**src/hdl/hsort_pkg.sv**
```systemverilog
// Shared types and constants for the heap sorter.
// No dependencies; the files that use this package refer to it by scoped names.
`timescale 1ns / 1ps

package hsort_pkg;

  localparam int KEY_W = 48;

  typedef enum logic [3:0] {
    ST_LOAD,
    ST_PREP,
    ST_BLD_RD,
    ST_BLD_LD,
    ST_SIFT_L,
    ST_SIFT_R,
    ST_PICK,
    ST_DEC,
    ST_SRT_RD0,
    ST_SRT_RDE,
    ST_SRT_SW,
    ST_EMIT_RD,
    ST_EMIT_LD
  } state_t;

endpackage

```
**src/hdl/hsort_mem.sv**
```systemverilog
// Heap key memory: one write port and one read port with registered read data.
// Depends on nothing beyond its parameters.
`timescale 1ns / 1ps

module hsort_mem #(
  parameter int DEPTH = 64,
  parameter int AW    = 6,
  parameter int W     = 48
) (
  input  logic          clk,
  input  logic          wr_en,
  input  logic [AW-1:0] wr_addr,
  input  logic [W-1:0]  wr_data,
  input  logic          rd_en,
  input  logic [AW-1:0] rd_addr,
  output logic [W-1:0]  rd_data
);

  logic [W-1:0] mem [DEPTH];

  always_ff @(posedge clk) begin
    if (wr_en) begin
      mem[wr_addr] <= wr_data;
    end
  end

  always_ff @(posedge clk) begin
    if (rd_en) begin
      rd_data <= mem[rd_addr];
    end
  end

endmodule

```
**src/hdl/heap_sorter_top.sv**
```systemverilog
// Heap sorter top level: load, heap build, sort-down and emit sequencer.
// Depends on hsort_pkg and hsort_mem.
//
//   Channel   Handshake              Word
//   load      load_valid/load_stall  key, last
//   result    res_valid/res_stall    sorted_key, final_res, overflow
//
// Keys are stored as they arrive, up to MAX_ITEMS; the word marked last starts
// the sort. Each sift level uses ST_SIFT_L, ST_SIFT_R, ST_PICK (two children
// only) and ST_DEC on the single memory read port; ST_EMIT_RD/ST_EMIT_LD then
// emit the keys, waiting while the result register is stalled. The load side
// stalls from the last word until the final result is in the output register.
// Reset is synchronous and clears the control state; the key memory is never cleared.
`timescale 1ns / 1ps

module heap_sorter_top #(
  parameter int MAX_ITEMS = 64,
  parameter int KEY_BYTES = 6
) (
  input  logic                     clk,
  input  logic                     rst,
  input  logic                     load_valid,
  output logic                     load_stall,
  input  logic [hsort_pkg::KEY_W-1:0] key,
  input  logic                     last,
  output logic                     res_valid,
  input  logic                     res_stall,
  output logic [hsort_pkg::KEY_W-1:0] sorted_key,
  output logic                     final_res,
  output logic                     overflow
);

  localparam int KW    = hsort_pkg::KEY_W;
  localparam int AW    = (MAX_ITEMS > 1) ? $clog2(MAX_ITEMS) : 1;
  localparam int CW    = $clog2(MAX_ITEMS + 1);
  localparam int KBITS = KEY_BYTES * 8;
  localparam logic [KW-1:0] KEY_MASK =
    (KBITS >= KW) ? {KW{1'b1}} : KW'((65'(1) << KBITS) - 65'(1));

  hsort_pkg::state_t state, state_next;

  logic [CW-1:0] count, count_next;
  logic          dropped, dropped_next;
  logic          building, building_next;
  logic [AW-1:0] parent, parent_next;
  logic [AW-1:0] heap_end, heap_end_next;
  logic [AW-1:0] node, node_next;
  logic [AW-1:0] bottom, bottom_next;
  logic [AW-1:0] idx, idx_next;
  logic [AW-1:0] cand_idx, cand_idx_next;
  logic [KW-1:0] sift_val, sift_val_next;
  logic [KW-1:0] left_val, left_val_next;
  logic [KW-1:0] cand, cand_next;
  logic          res_valid_next;
  logic [KW-1:0] sorted_key_next;
  logic          final_res_next;
  logic          overflow_next;

  logic          wr_en;
  logic [AW-1:0] wr_addr;
  logic [KW-1:0] wr_data;
  logic          rd_en;
  logic [AW-1:0] rd_addr;
  logic [KW-1:0] rd_data;

  logic [AW:0]   child;
  logic          out_free;
  logic          sift_done;
  logic          is_final;

  assign child    = {node, 1'b1};
  assign out_free = !res_valid || !res_stall;
  assign is_final = ((CW'(idx) + CW'(1)) == count);

  hsort_mem #(
    .DEPTH (MAX_ITEMS),
    .AW    (AW),
    .W     (KW)
  ) u_mem (
    .clk     (clk),
    .wr_en   (wr_en),
    .wr_addr (wr_addr),
    .wr_data (wr_data),
    .rd_en   (rd_en),
    .rd_addr (rd_addr),
    .rd_data (rd_data)
  );

  always_comb begin
    state_next      = state;
    count_next      = count;
    dropped_next    = dropped;
    building_next   = building;
    parent_next     = parent;
    heap_end_next   = heap_end;
    node_next       = node;
    bottom_next     = bottom;
    idx_next        = idx;
    cand_idx_next   = cand_idx;
    sift_val_next   = sift_val;
    left_val_next   = left_val;
    cand_next       = cand;
    res_valid_next  = res_valid && res_stall;
    sorted_key_next = sorted_key;
    final_res_next  = final_res;
    overflow_next   = overflow;
    wr_en           = 1'b0;
    wr_addr         = node;
    wr_data         = sift_val;
    rd_en           = 1'b0;
    rd_addr         = '0;
    sift_done       = 1'b0;
    load_stall      = (state != hsort_pkg::ST_LOAD);

    unique case (state)
      hsort_pkg::ST_LOAD: begin
        if (load_valid) begin
          if (count < CW'(MAX_ITEMS)) begin
            wr_en      = 1'b1;
            wr_addr    = count[AW-1:0];
            wr_data    = key & KEY_MASK;
            count_next = count + CW'(1);
          end else begin
            dropped_next = 1'b1;
          end
          if (last) begin
            state_next = hsort_pkg::ST_PREP;
          end
        end
      end
      hsort_pkg::ST_PREP: begin
        if (count < CW'(2)) begin
          idx_next   = '0;
          state_next = hsort_pkg::ST_EMIT_RD;
        end else begin
          parent_next   = AW'((count >> 1) - CW'(1));
          bottom_next   = AW'(count - CW'(1));
          building_next = 1'b1;
          state_next    = hsort_pkg::ST_BLD_RD;
        end
      end
      hsort_pkg::ST_BLD_RD: begin
        rd_en      = 1'b1;
        rd_addr    = parent;
        node_next  = parent;
        state_next = hsort_pkg::ST_BLD_LD;
      end
      hsort_pkg::ST_BLD_LD: begin
        sift_val_next = rd_data;
        state_next    = hsort_pkg::ST_SIFT_L;
      end
      hsort_pkg::ST_SIFT_L: begin
        if (child > {1'b0, bottom}) begin
          wr_en     = 1'b1;
          sift_done = 1'b1;
        end else begin
          rd_en      = 1'b1;
          rd_addr    = child[AW-1:0];
          state_next = hsort_pkg::ST_SIFT_R;
        end
      end
      hsort_pkg::ST_SIFT_R: begin
        if (child < {1'b0, bottom}) begin
          left_val_next = rd_data;
          rd_en         = 1'b1;
          rd_addr       = child[AW-1:0] + AW'(1);
          state_next    = hsort_pkg::ST_PICK;
        end else begin
          cand_next     = rd_data;
          cand_idx_next = child[AW-1:0];
          state_next    = hsort_pkg::ST_DEC;
        end
      end
      hsort_pkg::ST_PICK: begin
        if (left_val < rd_data) begin
          cand_next     = rd_data;
          cand_idx_next = child[AW-1:0] + AW'(1);
        end else begin
          cand_next     = left_val;
          cand_idx_next = child[AW-1:0];
        end
        state_next = hsort_pkg::ST_DEC;
      end
      hsort_pkg::ST_DEC: begin
        wr_en = 1'b1;
        if (sift_val > cand) begin
          sift_done = 1'b1;
        end else begin
          wr_data    = cand;
          node_next  = cand_idx;
          state_next = hsort_pkg::ST_SIFT_L;
        end
      end
      hsort_pkg::ST_SRT_RD0: begin
        rd_en      = 1'b1;
        rd_addr    = '0;
        state_next = hsort_pkg::ST_SRT_RDE;
      end
      hsort_pkg::ST_SRT_RDE: begin
        cand_next  = rd_data;
        rd_en      = 1'b1;
        rd_addr    = heap_end;
        state_next = hsort_pkg::ST_SRT_SW;
      end
      hsort_pkg::ST_SRT_SW: begin
        sift_val_next = rd_data;
        wr_en         = 1'b1;
        wr_addr       = heap_end;
        wr_data       = cand;
        node_next     = '0;
        bottom_next   = heap_end - AW'(1);
        state_next    = hsort_pkg::ST_SIFT_L;
      end
      hsort_pkg::ST_EMIT_RD: begin
        rd_en      = 1'b1;
        rd_addr    = idx;
        state_next = hsort_pkg::ST_EMIT_LD;
      end
      hsort_pkg::ST_EMIT_LD: begin
        if (out_free) begin
          res_valid_next  = 1'b1;
          sorted_key_next = rd_data;
          final_res_next  = is_final;
          overflow_next   = dropped;
          if (is_final) begin
            count_next   = '0;
            dropped_next = 1'b0;
            state_next   = hsort_pkg::ST_LOAD;
          end else begin
            idx_next   = idx + AW'(1);
            state_next = hsort_pkg::ST_EMIT_RD;
          end
        end
      end
      default: begin
        state_next = hsort_pkg::ST_LOAD;
      end
    endcase

    if (sift_done) begin
      if (building) begin
        if (parent == '0) begin
          building_next = 1'b0;
          heap_end_next = bottom;
          state_next    = hsort_pkg::ST_SRT_RD0;
        end else begin
          parent_next = parent - AW'(1);
          state_next  = hsort_pkg::ST_BLD_RD;
        end
      end else if (heap_end == AW'(1)) begin
        idx_next   = '0;
        state_next = hsort_pkg::ST_EMIT_RD;
      end else begin
        heap_end_next = heap_end - AW'(1);
        state_next    = hsort_pkg::ST_SRT_RD0;
      end
    end
  end

  always_ff @(posedge clk) begin
    if (rst) begin
      state     <= hsort_pkg::ST_LOAD;
      count     <= '0;
      dropped   <= 1'b0;
      building  <= 1'b0;
      parent    <= '0;
      heap_end  <= '0;
      res_valid <= 1'b0;
    end else begin
      state     <= state_next;
      count     <= count_next;
      dropped   <= dropped_next;
      building  <= building_next;
      parent    <= parent_next;
      heap_end  <= heap_end_next;
      res_valid <= res_valid_next;
    end
  end

  always_ff @(posedge clk) begin
    node       <= node_next;
    bottom     <= bottom_next;
    idx        <= idx_next;
    cand_idx   <= cand_idx_next;
    sift_val   <= sift_val_next;
    left_val   <= left_val_next;
    cand       <= cand_next;
    sorted_key <= sorted_key_next;
    final_res  <= final_res_next;
    overflow   <= overflow_next;
  end

endmodule

```
**config.mk**
```make
export PLATFORM = sky130hd
export DESIGN_NAME = heap_sorter_top
export DESIGN_NICKNAME = d
export VERILOG_FILES = /design/src/hdl/hsort_pkg.sv /design/src/hdl/hsort_mem.sv /design/src/hdl/heap_sorter_top.sv
export SDC_FILE = /design/constraint.sdc
export NUM_CORES = 2
export LEC_CHECK = 0
export BUFFER_PORTS_ARGS = -buffer_cell sky130_fd_sc_hd__buf_2
export CAP_MARGIN = 10
export CORE_MARGIN = 1
export CORE_UTILIZATION = 65
export CTS_BUF_LIST = sky130_fd_sc_hd__clkbuf_2
export CTS_CLUSTER_SIZE = 30
export DETAILED_ROUTE_END_ITERATION = 10
export PLACE_DENSITY = 0.85
export SLEW_MARGIN = 20
export SYNTH_ARGS = -nofsm -noshare
export SYNTH_HDL_FRONTEND = slang
export SYNTH_SLANG_ARGS = --single-unit
```
**constraint.sdc**
```tcl
create_clock -name clk -period 6.6 [get_ports clk]
set_input_delay 1.32 -clock clk [delete_from_list [all_inputs] [get_ports clk]]
set_output_delay 1.32 -clock clk [all_outputs]
set_load 0.01 [all_outputs]
```
==> run metrics <==
status finished clean; Worst-path clk slew 0.12 ns; Die Ht 458.6 um; Worst Setup EP u_mem.mem[59][34]; Port Buf Inserts 104; fin area 0.1477 mm^2; RSZ-0062 raised after global routing false; synth cell count leaders 3332 x edfxtp_1, 1138 x mux2i_1, 841 x nand2_1, 297 x nor2b_1, 295 x a211oi_1; CP max-delay cell a221o_2; post-synth top area cell edfxtp_1; drt first pass iters 9; Worst R2R End u_mem.mem[59][34]; min Tclk post-route 5.797 ns; Post-CTS Setup Inserts 0; Total Routed Length 357400 um; Cell Count, Final, Fillers Out 12190; crit end category register; GPL Wtd Cong 0.9270; top-area cell type share of the netlist area 73.83%; first-pass GRT wire length 513300 um; final hold vios 0; share of cells above drive strength 1 19.64%; Max-slew headroom 10.60%; Syn. warnings 0; gr ovfl total 0; Crit path largest cell delay 0.89 ns; CTS tree done; Worst EP arrival 7.54 ns; Worst Tran Pin Value 1.341 ns; post-cts repair resize count 0; CP required 8.35 ns; Mean Syn Cell Area 16.59 um^2; Pins Over Slew Limit 0; CTS buffer count 764; synth top area cells edfxtp_1 74%, mux2i_1 8.4%, nand2_1 2.3%; synthesized area 0.1355 mm^2; Seq cells post-synth 3364; Max Root-Sink Buffers 4; number of global-route vias before repair 78900; largest net degree at the start of global routing 156; DR WL/cell 29.33 um; CTS H-Tree Depth 6; top-count cell post-synth edfxtp_1; antenna-violating nets left 0; DP HPWL 212900 um; Worst Hold Class in -> reg; most frequent cell on the critical path buf_4; clock skew 0.1850 ns; worst-case reg-to-reg path depth 13; number of cell rows 167; DR iter-0 viols 12240; initial antenna violation count 32; die area 0.2103 mm^2; Post-synth EDFFs 3332; Met2 Routed Length 163100 um; placed insts 10830; FF-to-FF Start sift_val[46]; pre-CTS setup slack 1.126 ns; Core Area 0.2071 mm^2; die width 458.6 um; Worst setup SP type register; Pwr Density 357.4 mW/mm^2; Post-DP Area 0.1406 mm^2; clk sink count 3364; Final setup viols 0; DR vias/cell 6.658; Final Cycle Share 87.83%; VDD IR-drop max 0.2908 mV; post-synthesis cell count 8171; Remaining DRCs 0; routed vias 81140; CP startpoint sift_val[46]; GRT Resource Usage Total 33.64%; Clock Tree Root clkbuf_2; initial core utilization 65.45%; Buf/Inv on CP 3; leakage power total 56.29 nW; CP top delay family compound AO/OA/AOI/OAI gates; cell chain of the critical path ha_1 -> nand4_1 -> or3_1 -> or3_1 -> nor4_1 -> a211oi_1 -> o21ai_4 -> buf_4 -> nand2_1 -> o21ai_4 -> buf_4 -> a221o_2 -> buf_4; flop2flop setup slack 0.80 ns; M1 WL 123100 um; final worst-path setup slack 0.8031 ns; Crit Path Max Fanout 50; top sig layer met5; Async S/R FF share, synth 0%; Area growth syn-to-layout 8.987%; Net Count, Synth 8334; post-synthesis sequential area ratio 74.30%; Worst-Skew Late Latency 2.05 ns; setup TNS 0 ns; post-layout net count 8982; critical path class reg -> reg; Main synth FF type edfxtp_1; Distinct cells, synth 69; WP depth 13; max_cap viols 0; met3 wire length 54790 um; # IOs 105; Max Fclk 172.5 MHz
==> final cells by class <==
class                      instances  area, um^2
multi-input combinational       4184       32760
inverter                         122       457.9
fill                           12050       59360
sequential                      3364      100700
clock inverter                   216        1126
tap                             2788        3488
clock buffer                    1116        5585
timing repair buffer             383        3566
antenna                           13       32.53
==> repair_timing <==
item / CTS / global route
endpoints found under the setup margin: 0 / 0
hold buffers: 15 / 0
hold endpoints to repair: 123 / 0
==> per-layer routing <==
metal	global-route usage (%)	vias to the layer above
met4	15.56	26
met5	0	-
li1	-	34040
met3	11.44	1008
met1	44.37	39520
met2	50.85	6536
==> worst register-to-register path, cell delays in order, from the launching register on <==
cell and delay, ns:
edfxtp_1 0.45, ha_1 0.35, nand4_1 0.19, or3_1 0.38, or3_1 0.50, nor4_1 0.30, a211oi_1 0.26, o21ai_4 0.20
buf_4 0.55, nand2_1 0.20, o21ai_4 0.41, buf_4 0.48, a221o_2 0.91, buf_4 0.40
==> metrics by stage <==
stage                     power (W)  hold WS, ns  utilization (%)
after floorplan             0.03500       0.4019                -
after global placement      0.03944       0.4718            67.92
after detailed placement    0.03996       0.4553            67.92
after CTS                   0.05235      0.02232            71.23
after global routing        0.05427       0.1325            71.33
final                       0.05279       0.2798            71.33
==> worst min-delay path by stage <==
stage          startpoint                end  slack (ns)  depth (start not counted)
2_1_floorplan     dropped           overflow        0.40                          0
3_3_place_gp      dropped           overflow        0.47                          0
3_5_place_dp      dropped           overflow        0.46                          0
4_1_cts           key[37]  u_mem.mem[25][37]        0.02                          2
5_1_grt           key[14]  u_mem.mem[19][14]        0.13                          2
6_report          key[39]  u_mem.mem[60][39]        0.28                          2
==> cells in the final DEF, fill, tap and decap left out, types with 64 or more instances in the layout <==
master       n
inv_1      119
clkbuf_2  1116
a311oi_1   290
buf_12      73
mux4_2      99
nand2_1    837
mux2i_1   1138
nor2b_1    297
nor2_4      64
clkinv_1   158
a211oi_1   295
buf_4      191
ha_1       110
buf_2      104
nor3_1     107
edfxtp_1  3332
o22ai_1     96
a21oi_1    197
==> where the power goes <==
part | internal, W | total, W | switching [W]
sequential | 0.0282 | 0.0291 | 0.000925
clock | 0.00489 | 0.0128 | 0.00786
combinational | 0.00268 | 0.0110 | 0.00827
total | 0.0357 | 0.0528 | 0.0171
==> registers in the layout (all words and copies together), names as in the netlist <==
name and count:
u_mem.mem 3072, cand 48, left_val 48, sift_val 48, sorted_key 48, u_mem.rd_data 48, count 7, bottom 6
cand_idx 6, heap_end 6, idx 6, node 6, parent 6, state 4, building 1, dropped 1
final_res 1, overflow 1, res_valid 1
==> cells by family (layout without fill, tap and decap cells) <==
logic type	count (synthesis)	count (layout)	synth area share, %
DFF	3364	3364	74.30
and+or+nand+nor	1591	1591	5.516
muxes	1289	1289	10.48
AOI/OAI and AO/OA	1163	1163	6.322
buffers and inverters	623	1837	2.166
adders and majority gates	110	110	1.016
xor gates and xnor gates	31	31	0.2003
other	0	13	0
(Power assumes the default switching activity.)
